<file path="src/design/olst_pkg.sv">
// ----------------------------------------------------------------------------
// olst_pkg
// Shared types and codes for the ordered list engine.
// ----------------------------------------------------------------------------
package olst_pkg;

  typedef enum logic [2:0] {
    OP_PUSH_FRONT = 3'd0,
    OP_PUSH_BACK  = 3'd1,
    OP_INSERT     = 3'd2,
    OP_DELETE     = 3'd3,
    OP_REVERSE    = 3'd4,
    OP_READ       = 3'd5
  } op_e;

  typedef enum logic [1:0] {
    STAT_OK    = 2'd0,
    STAT_FULL  = 2'd1,
    STAT_EMPTY = 2'd2,
    STAT_RANGE = 2'd3
  } status_e;

  typedef enum logic [1:0] {
    CELL_HOLD    = 2'd0,
    CELL_INSERT  = 2'd1,
    CELL_DELETE  = 2'd2,
    CELL_CAPTURE = 2'd3
  } cell_op_e;

  typedef enum logic [1:0] {
    FSM_IDLE = 2'd0,
    FSM_EXEC = 2'd1,
    FSM_WALK = 2'd2,
    FSM_RESP = 2'd3
  } fsm_e;

  typedef struct packed {
    logic [2:0] op;
    logic [7:0] value;
    logic [4:0] position;
  } req_t;

  typedef struct packed {
    logic [1:0] status;
    logic [4:0] entry_count;
    logic [7:0] read_value;
  } rsp_t;

  // Broadcast from the sequencer to every cell
  typedef struct packed {
    cell_op_e   kind;
    logic [7:0] value;
  } cell_cmd_t;

endpackage

</file>
<file path="src/design/olst_cell.sv">
// ----------------------------------------------------------------------------
// olst_cell
// One list slot: holds an entry, shifts with its neighbors on insert and
// delete, and forwards read data along the pass chain every cycle.
// ----------------------------------------------------------------------------
module olst_cell #(
  parameter int unsigned IW  = 4,
  parameter int unsigned IDX = 0
) (
  input  logic               clk_i,
  input  olst_pkg::cell_cmd_t cmd_i,
  input  logic [IW-1:0]      idx_i,
  input  logic [7:0]         left_entry_i,
  input  logic [7:0]         right_entry_i,
  input  logic [7:0]         left_pass_i,
  output logic [7:0]         entry_o,
  output logic [7:0]         pass_o
);
  import olst_pkg::*;

  localparam logic [IW-1:0] MyIdx = IW'(IDX);

  logic [7:0] entry_q, entry_d;
  logic [7:0] pass_q, pass_d;

  always_comb begin
    entry_d = entry_q;
    pass_d  = left_pass_i;
    case (cmd_i.kind)
      CELL_INSERT: begin
        if (MyIdx > idx_i) begin
          entry_d = left_entry_i;
        end else if (MyIdx == idx_i) begin
          entry_d = cmd_i.value;
        end
      end
      CELL_DELETE: begin
        // close the gap: take the right neighbor's entry
        if (MyIdx >= idx_i) begin
          entry_d = right_entry_i;
        end
      end
      CELL_CAPTURE: begin
        if (MyIdx == idx_i) begin
          pass_d = entry_q;
        end
      end
      default: begin
        entry_d = entry_q;
      end
    endcase
  end

  always_ff @(posedge clk_i) begin
    entry_q <= entry_d;
    pass_q  <= pass_d;
  end

  assign entry_o = entry_q;
  assign pass_o  = pass_q;

endmodule

</file>
<file path="src/design/ordered_list_engine_unit.sv">
// ----------------------------------------------------------------------------
// ordered_list_engine_unit
// Ordered byte list with push, insert, delete, reverse and read, held in a
// chain of cells with a direction flag for reversal.
// ----------------------------------------------------------------------------
//   channel  | signals                         | direction
//   request  | req_valid_i, req_ready_o, req_i | in
//   response | rsp_valid_o, rsp_ready_i, rsp_o | out
//
// Every request passes through the execute state and then the response state,
// where it waits for the output register to be free before it is answered.
// A read that finds its entry also passes through the walk state: the entry
// travels down the pass chain one cell per cycle to the last cell, and is
// latched from there into the result register.
// One request is in flight at a time; a finished response waits in the
// output register while the next request is taken.
// Reset clears the count, direction flag and control; entries need none.
// ----------------------------------------------------------------------------
module ordered_list_engine_unit #(
  parameter int unsigned DEPTH = 16
) (
  input  logic           clk_i,
  input  logic           rst_ni,
  input  logic           req_valid_i,
  output logic           req_ready_o,
  input  olst_pkg::req_t req_i,
  output logic           rsp_valid_o,
  input  logic           rsp_ready_i,
  output olst_pkg::rsp_t rsp_o
);
  import olst_pkg::*;

  localparam int unsigned IW   = $clog2(DEPTH);
  localparam int unsigned CW   = $clog2(DEPTH + 1);
  localparam int unsigned CMPW = (CW > 5) ? CW : 5;
  localparam logic [CMPW-1:0] DepthC = CMPW'(DEPTH);
  localparam logic [IW-1:0]   LastC  = IW'(DEPTH - 1);

  fsm_e            state_q, state_d;
  req_t            req_q;
  logic [CW-1:0]   count_q, count_d;
  logic            rev_q, rev_d;
  logic [IW-1:0]   walk_q, walk_d;
  rsp_t            res_q, res_d;
  logic            out_valid_q, out_valid_d;
  rsp_t            out_q, out_d;

  cell_cmd_t       cmd;
  logic [IW-1:0]   cmd_idx;
  logic [7:0]      entry [DEPTH];
  logic [7:0]      pass  [DEPTH];

  logic [CMPW-1:0] c_ext, p_ext, cnt_new_ext, phys_ext;
  status_e         status;
  logic            is_read_ok;

  // ---- cell chain ----------------------------------------------------------
  for (genvar k = 0; k < DEPTH; k++) begin : g_cell
    logic [7:0] left_entry, right_entry, left_pass;
    if (k == 0) begin : g_first
      assign left_entry = 8'h00;
      assign left_pass  = 8'h00;
    end else begin : g_mid
      assign left_entry = entry[k-1];
      assign left_pass  = pass[k-1];
    end
    if (k == DEPTH - 1) begin : g_last
      assign right_entry = entry[k];
    end else begin : g_inner
      assign right_entry = entry[k+1];
    end
    olst_cell #(
      .IW (IW),
      .IDX(k)
    ) u_cell (
      .clk_i        (clk_i),
      .cmd_i        (cmd),
      .idx_i        (cmd_idx),
      .left_entry_i (left_entry),
      .right_entry_i(right_entry),
      .left_pass_i  (left_pass),
      .entry_o      (entry[k]),
      .pass_o       (pass[k])
    );
  end

  // ---- request decode ------------------------------------------------------
  assign c_ext = CMPW'(count_q);
  assign p_ext = CMPW'(req_q.position);

  // With the direction flag set, logical index i sits at physical count-1-i
  // and a new entry at logical i lands at physical count-i.
  always_comb begin
    status     = STAT_OK;
    phys_ext   = '0;
    is_read_ok = 1'b0;
    case (op_e'(req_q.op))
      OP_PUSH_FRONT: begin
        if (c_ext >= DepthC) status = STAT_FULL;
        phys_ext = rev_q ? c_ext : '0;
      end
      OP_PUSH_BACK: begin
        if (c_ext >= DepthC) status = STAT_FULL;
        phys_ext = rev_q ? '0 : c_ext;
      end
      OP_INSERT: begin
        if (c_ext >= DepthC) begin
          status = STAT_FULL;
        end else if (p_ext > c_ext) begin
          status = STAT_RANGE;
        end
        phys_ext = rev_q ? (c_ext - p_ext) : p_ext;
      end
      OP_DELETE: begin
        if (c_ext == '0) begin
          status = STAT_EMPTY;
        end else if (p_ext == '0 || p_ext > c_ext) begin
          status = STAT_RANGE;
        end
        phys_ext = rev_q ? (c_ext - p_ext) : (p_ext - CMPW'(1));
      end
      OP_REVERSE: begin
        if (c_ext == '0) status = STAT_EMPTY;
      end
      OP_READ: begin
        if (c_ext == '0) begin
          status = STAT_EMPTY;
        end else if (p_ext >= c_ext) begin
          status = STAT_RANGE;
        end else begin
          is_read_ok = 1'b1;
        end
        phys_ext = rev_q ? (c_ext - p_ext - CMPW'(1)) : p_ext;
      end
      default: begin
        status = STAT_OK;
      end
    endcase
  end

  // ---- sequencer -----------------------------------------------------------
  always_comb begin
    state_d     = state_q;
    count_d     = count_q;
    rev_d       = rev_q;
    walk_d      = walk_q;
    res_d       = res_q;
    out_valid_d = out_valid_q;
    out_d       = out_q;
    cmd.kind    = CELL_HOLD;
    cmd.value   = req_q.value;
    cmd_idx     = phys_ext[IW-1:0];
    cnt_new_ext = c_ext;

    // drop the response once taken
    if (out_valid_q && rsp_ready_i) begin
      out_valid_d = 1'b0;
    end

    case (state_q)
      FSM_IDLE: begin
        if (req_valid_i) state_d = FSM_EXEC;
      end
      FSM_EXEC: begin
        if (status == STAT_OK) begin
          case (op_e'(req_q.op))
            OP_PUSH_FRONT, OP_PUSH_BACK, OP_INSERT: begin
              cmd.kind    = CELL_INSERT;
              cnt_new_ext = c_ext + CMPW'(1);
            end
            OP_DELETE: begin
              cmd.kind    = CELL_DELETE;
              cnt_new_ext = c_ext - CMPW'(1);
            end
            OP_REVERSE: begin
              rev_d = ~rev_q;
            end
            OP_READ: begin
              cmd.kind = CELL_CAPTURE;
            end
            default: begin
              cmd.kind = CELL_HOLD;
            end
          endcase
        end
        count_d           = cnt_new_ext[CW-1:0];
        res_d.status      = status;
        res_d.entry_count = cnt_new_ext[4:0];
        res_d.read_value  = 8'h00;
        walk_d            = LastC - phys_ext[IW-1:0];
        state_d           = is_read_ok ? FSM_WALK : FSM_RESP;
      end
      FSM_WALK: begin
        // the captured entry advances one cell per cycle
        if (walk_q == '0) begin
          res_d.read_value = pass[DEPTH-1];
          state_d          = FSM_RESP;
        end else begin
          walk_d = walk_q - IW'(1);
        end
      end
      FSM_RESP: begin
        if (!out_valid_q || rsp_ready_i) begin
          out_d       = res_q;
          out_valid_d = 1'b1;
          state_d     = FSM_IDLE;
        end
      end
      default: begin
        state_d = FSM_IDLE;
      end
    endcase
  end

  always_ff @(posedge clk_i or negedge rst_ni) begin
    if (!rst_ni) begin
      state_q     <= FSM_IDLE;
      count_q     <= '0;
      rev_q       <= 1'b0;
      out_valid_q <= 1'b0;
    end else begin
      state_q     <= state_d;
      count_q     <= count_d;
      rev_q       <= rev_d;
      out_valid_q <= out_valid_d;
    end
  end

  always_ff @(posedge clk_i) begin
    if (state_q == FSM_IDLE && req_valid_i) begin
      req_q <= req_i;
    end
    walk_q <= walk_d;
    res_q  <= res_d;
    out_q  <= out_d;
  end

  assign req_ready_o = (state_q == FSM_IDLE);
  assign rsp_valid_o = out_valid_q;
  assign rsp_o       = out_q;

endmodule
</file>
<file path="config.mk">
export PLATFORM = sky130hd
export DESIGN_NAME = ordered_list_engine_unit
export DESIGN_NICKNAME = d
export VERILOG_FILES = /design/src/design/olst_pkg.sv /design/src/design/olst_cell.sv /design/src/design/ordered_list_engine_unit.sv
export SDC_FILE = /design/constraint.sdc
export NUM_CORES = 1
export LEC_CHECK = 0
export ABC_AREA = 1
export BUFFER_PORTS_ARGS = -buffer_cell sky130_fd_sc_hd__buf_2
export CAP_MARGIN = 10
export CORE_UTILIZATION = 35
export DETAILED_ROUTE_END_ITERATION = 8
export GPL_TIMING_DRIVEN = 1
export HOLD_SLACK_MARGIN = 0.06
export SLEW_MARGIN = 5
export SYNTH_ARGS = -nofsm -noshare
export SYNTH_HDL_FRONTEND = slang
export SYNTH_SLANG_ARGS = --single-unit
</file>
<file path="constraint.sdc">
create_clock -name clk_i -period 5.3 [get_ports clk_i]
set_input_delay 1.06 -clock clk_i [delete_from_list [all_inputs] [get_ports clk_i]]
set_output_delay 1.06 -clock clk_i [all_outputs]
set_load 0.02 [all_outputs]
</file>
# Yosys cells after proc, flatten, opt, wreduce, memory -nomap -nowiden
# Cells that the tools add are included.
# totals
register_bits	315
in_bits	20
out_inout_bits	17
word_cells	314
# classes
addsub	7
magnitude_cmp	34
n_eq_ne	60
muxes	127
n_bitwise	1
n_reduce_logical	39
# op_table
cell	n
8-bit 2-to-1 mux	78
8-bit case mux with 2 select lines	16
3-bit AND reduction	17
3-bit by 1-bit != test with 1-bit output, second input constant	15
4-bit == test, first input constant	8
4-bit > comparator, first input constant	8
2-bit by 1-bit != test with 1-bit output, second input constant	15
4-bit greater-or-equal comparator, first input constant	7
2-bit 2-to-1 mux	12
4-bit 2-to-1 mux	6
4-bit case mux with 5 select lines	1
3-bit by 4-bit == test with 1-bit output, first input constant	4
3-bit by 4-bit greater-or-equal comparator with 1-bit output, first input constant	4
3-bit by 4-bit > comparator with 1-bit output, first input constant	4
4-bit by 1-bit subtractor with 4-bit output, second input constant	3
5-bit zero test	2
2-bit case mux with 5 select lines	1
5-bit case mux with 2 select lines	1
2-bit AND reduction	5
2-bit == test, second input constant	4
2-bit by 4-bit == test with 1-bit output, first input constant	2
1-bit by 4-bit greater-or-equal comparator with 1-bit output, first input constant	2
2-bit by 4-bit greater-or-equal comparator with 1-bit output, first input constant	2
1-bit by 4-bit > comparator with 1-bit output, first input constant	2
other kinds (29)	49

# Depth between registers and ports, before layout
# depth
depth_word	11
depth_mapped	25
ltp_nobuf	22

# Cells and area by module
# Synthesis repeated with hierarchy kept, for this count alone.
# unflattened
cells_unflattened	2019
hier_area_um2	16557.1
# by_module_without_submodules
mod	instances	cells_each	area_each_um2	seq_area_each_um2
ordered_list_engine_unit	1	314	3143.0	1726.7
olst_cell at g_cell[9].u_cell	1	110	872.1	400.4
olst_cell at g_cell[1].u_cell	1	108	870.8	400.4
olst_cell at g_cell[11].u_cell	1	112	865.8	400.4
olst_cell at g_cell[14].u_cell	1	111	864.6	400.4
olst_cell at g_cell[2].u_cell	1	111	857.1	400.4
olst_cell at g_cell[12].u_cell	1	109	854.6	400.4
olst_cell at g_cell[10].u_cell	1	114	852.1	400.4
olst_cell at g_cell[6].u_cell	1	112	849.6	400.4
olst_cell at g_cell[13].u_cell	1	110	848.3	400.4
olst_cell at g_cell[7].u_cell	1	110	843.3	400.4
olst_cell at g_cell[3].u_cell	1	108	840.8	400.4
olst_cell at g_cell[4].u_cell	1	111	835.8	400.4
olst_cell at g_cell[15].u_cell	1	100	824.5	400.4
3 more rows	--	--	--	--

# Worst setup path before layout
# Ideal clock, no wire load.
# synth_path
kind	reg-to-reg
startpoint	reg count_q[2], in the netlist c_ext[2]
endpoint	reg g_cell[4].u_cell.entry_q[0] (enable)
setup_time_ns	0.329
arrival_time_ns	3.491
t_required_ns	4.971
slack_ns	1.480
stages_incl_launch_ff	20
path_buffers	1
period_less_slack_ns	3.820
path_cell_list	dfrtp_1 -> inv_1 -> ha_1 -> buf_2 -> nand2_1 -> nor2_1 -> nand2_1 -> nand4_1 -> o21ai_0 -> inv_1 -> nor2_1 -> nand3_1 -> nor2_1 -> o21ai_0 -> ha_1 -> nor2_1 -> inv_1 -> a21oi_1 -> inv_1 -> nand2_1
# synth_between
elab_chain_len	11
word_cells_on_any_way	34
cone_classes	2 x add/sub; 5 x order compare; 5 x eq/ne; 17 x mux; 5 x reduce/logical
# synth_lines
element	line	text
from (decl)	ordered_list_engine_unit.sv:41	logic [CW-1:0] count_q, count_d;
from (signal assigned)	ordered_list_engine_unit.sv:223	count_q <= count_d;
parallel branches: the longest is 10 deep, another holds 4-bit subtractor	--	
3-bit AND reduction (no source line) *	--	
to (signal assigned)	olst_cell.sv:55	entry_q <= entry_d;
to (decl)	olst_cell.sv:23	logic [7:0] entry_q, entry_d;
# Every way passes the cells marked *.
# A chain may end at the register's enable or synchronous reset.

# Worst setup path in the final report
# layout_path
startpoint	reg count_q[2], in the netlist c_ext[2]
endpoint	reg g_cell[1].u_cell.entry_q[7] (enable)
# layout_between
elab_chain_len	11
word_cells_on_any_way	34
cone_classes	2 x add/sub; 5 x order compare; 5 x eq/ne; 17 x mux; 5 x reduce/logical
# layout_lines
element	line
parallel branches: the longest is 10 deep, another holds 4-bit subtractor	--
3-bit AND reduction (no source line) *	--
to (signal assigned)	olst_cell.sv:55
to (decl)	olst_cell.sv:23
# Marks and branches as above.

==> flow_summary.yaml <==
outcome:
  status: "finished, final reports clean"
global_route:
  grt_max_degree: 83
  grt_pass1_vias: 11680
  antenna_found_initial: 1
  grt_first_pass_wirelength_mm: 66.16
  grt_usage: 0.1968
  grt_overflow_total: 0
clock_network:
  cts_setup_buffers: 0
  cts.repair.resized: 0
  clkTransAtPathRegs_ns: 0.06
  clk_latency_ns: 0.55
  cts_sinks: 315
  htreeDepth: 2
  hold_buffers: 0
  clk_path_buf_depth: 3
  clockRootBuffer: "clkbuf_16"
  cts_buffers: 36
  cts_tree: "done"
critical_path:
  cp_cell_sequence: "inv_1 -> ha_1 -> nand2_1 -> nor2_1 -> nand2_1 -> nand4_1 -> o21ai_0 -> inv_1 -> nor2_1 -> nand3_1 -> nor2_1 -> o21ai_0 -> ha_1 -> nor2_1 -> inv_1 -> a21oi_1"
  worstPathMaxFanout: 9
  crit_path_end_kind: "flip-flop"
  slowest_stage: "a21oi_1"
  crit_type: "reg2reg"
  cpPeakStageDelay_ns: 0.80
  cpMostUsedCell: "nor2_1"
  arrival_ns: 4.93
  required_ns: 5.46
  setup.worst_path.start_class: "flip-flop"
routing:
  vias: 12174
  avgRoutedWirePerCell_microns: 18.31
  routed_wl_mm: 42.87
  drtPass1Iterations: 6
  vias_per_cell: 5.200
  drc: 0
  drtIter0Drc: 1133
  postRouteAntennaNets: 0
layout:
  area_growth_pct: 11.97
  final_layout_size_suffix_gt1_frac: 0.1016
  fill_cells: 4278
  fin_area_sq_um: 16740
  antenna_cells: 0
  nets: 1818
synth:
  synthTopCellsByArea: "edfxtp_1 36%, dfxtp_1 17%, nand2_1 15%"
  syn_nets: 1813
  avgSynthCellArea_sq_um: 8.453
  synth_top_area_share: 0.3575
  synth_edf_count: 178
  synth-warning-count: 0
  synthArstFlopShare: 0.02857
  synthesis.area_sq_um: 14950
  seq_area_frac_synth: 0.5439
  synth_cell_types: 38
  yosysMostFrequentCell: "nand2_1"
  synth_flop_cell: "edfxtp_1"
  yosys-top-cells-count: "591 x nand2_1, 211 x nand3_1, 190 x inv_1, 178 x edfxtp_1, 128 x dfxtp_1"
  yosys_register_bits: 315
  yosysTopAreaCell: "edfxtp_1"
  syn_inst: 1769
power_and_ir_drop:
  cell_internal_pwr_uw: 6098
  powerDensity_nw_per_um2: 604.8
  pwr-share-clk: 0.253
  power_frac_comb: 0.345
  ir_drop_v: 0.0003148
  power_frac_seq: 0.402
  switching_share: 0.3979
  power.leakage_uw: 0.007622
  p_switching_uw: 4029
sta:
  maxSlewHeadroom: 0.2940
  fin_worst_skew_ns: 0.02045
  grt_setup_unrepaired: "no"
  setup_violations: 0
  fmax_mhz: 209.9
  finalCritPeriodShare: 0.8991
  drv_slew: 0
  fin_crit_ns: 4.765
  layout_setup_ws_ns: 0.5348
  worst_slew_pin_slew_ns: 1.058
  final_hold_viol_count: 0
  fin_setup_tns_ns: 0
floorplan:
  die_width_microns: 208.7
  die_y_microns: 208.7
  num_io_pins: 37
  rows: 75
  core_area_sq_um: 42040
  die_area_sq_um: 43550
  initial_core_util: 0.3557
hold_path:
  hold_class: "in2async"
placement:
  numPortBuffers: 36
  gp_congestion: 0.8675
  dpl_cell_area_sq_um: 15520
  post-place-ws_ns: 0.6040
  dpl.hpwl_mm: 30.17
flow_run:
  maxCapViolations: 0
==> metrics by stage <==
step,util,total power (uW),cells,hold WS (ns)
floorplan,-,6440,1769,0.3960
global placement,0.3691,7491,2275,0.4022
detailed placement,0.3691,7551,2275,0.4022
CTS,0.3983,10120,2341,0.3597
global route,0.3983,10720,2341,0.3676
finish,0.3983,10130,2341,0.3717
==> registers in the layout, summed over array words and instances, names as in the netlist <==
signal	flops
c_ext	5
rsp_valid_o	1
req_q	3
g_cell.u_cell.entry_o	128
rsp_o	15
cmd	8
p_ext	5
res_q	15
state_q	2
rev_q	1
g_cell.u_cell.pass_o	128
walk_q	4
==> placed cells by master (no fill, tap or decap), types with 3 or more instances in the layout <==
master     instances
a21oi_1           37
buf_2             36
buf_4             15
clkbuf_1           5
clkbuf_16         40
clkbuf_8           4
clkinv_1           3
clkinv_2           8
dfrtp_1            9
dfxtp_1          128
edfxtp_1         178
ha_1              21
inv_1            189
inv_2              8
inv_4              3
inv_6              3
nand2_1          591
nand2_2           20
nand2_4            4
nand3_1          211
nand3_2            3
nand3_4            3
nand4_1           28
nor2_1            37
nor2_2             7
nor2_4             8
o211ai_1          23
o21ai_0          112
o21ai_1           30
o21ai_2           11
xnor2_1            3
xor2_1             6
==> final timing paths <==
kind | start | endpoint | slack (ns) | depth (start not counted)
max | c_ext[2] | g_cell[1].u_cell.entry_o[7] | 0.53 | 16
min | rst_ni | state_q[0] | 0.37 | 1
max reg2reg | c_ext[2] | g_cell[1].u_cell.entry_o[7] | 0.53 | 16
min reg2reg | g_cell[7].u_cell.pass_o[1] | g_cell[8].u_cell.pass_o[1] | 0.41 | 2
max in group asynchronous | rst_ni | c_ext[1] | 4.73 | 1
min in group clk_i | g_cell[7].u_cell.pass_o[1] | g_cell[8].u_cell.pass_o[1] | 0.41 | 2
==> cell type report <==
cell class,instances,area [sq um],share of cell area
Tap cell,539,674.4,0.04028
Timing Repair Buffer,52,312.8,0.01868
Clock buffer,49,1075,0.06419
Clock inverter,17,150.1,0.008967
Inverter,200,753.2,0.04499
Multi-Input combinational cell,1169,5645,0.3372
Sequential cell,315,8133,0.4857
==> power by group through the flow <==
stage / Sequential [uW] / Combinational, uW / Clock (uW)
final: 4070 / 3490 / 2560
after global routing: 4130 / 3880 / 2700
after CTS: 4060 / 3460 / 2600
after detailed placement: 4110 / 3440 / 0
after global placement: 4100 / 3390 / 0
after floorplan: 3910 / 2530 / 0
==> per-layer routing <==
metal / GRT usage / up-vias / wire length (microns)
met5: 0 / - / 0
met4: 0.07987 / 0 / 1262
met3: 0.03712 / 89 / 3215
met2: 0.3143 / 476 / 19970
met1: 0.2623 / 5786 / 18430
li1: - / 5823 / -
==> logic make-up (layout without fill, tap and decap cells) <==
family | after synthesis | after routing | synth area share
fa+ha+maj | 24 | 24 | 0.02109
simple gates | 917 | 917 | 0.2692
compound gates | 219 | 219 | 0.08184
flops | 315 | 315 | 0.5439
xor+xnor | 9 | 9 | 0.005272
buf+inv | 285 | 318 | 0.07874
==> critical path: cells and delay by family (launching register included) <==
family	cells	cell delay, ns
simple gates	8	1.33
compound gates	3	1.25
fa+ha+maj	2	0.80
buf+inv	3	0.50
flops	1	0.49
Power figures use the tool's default switching activity.
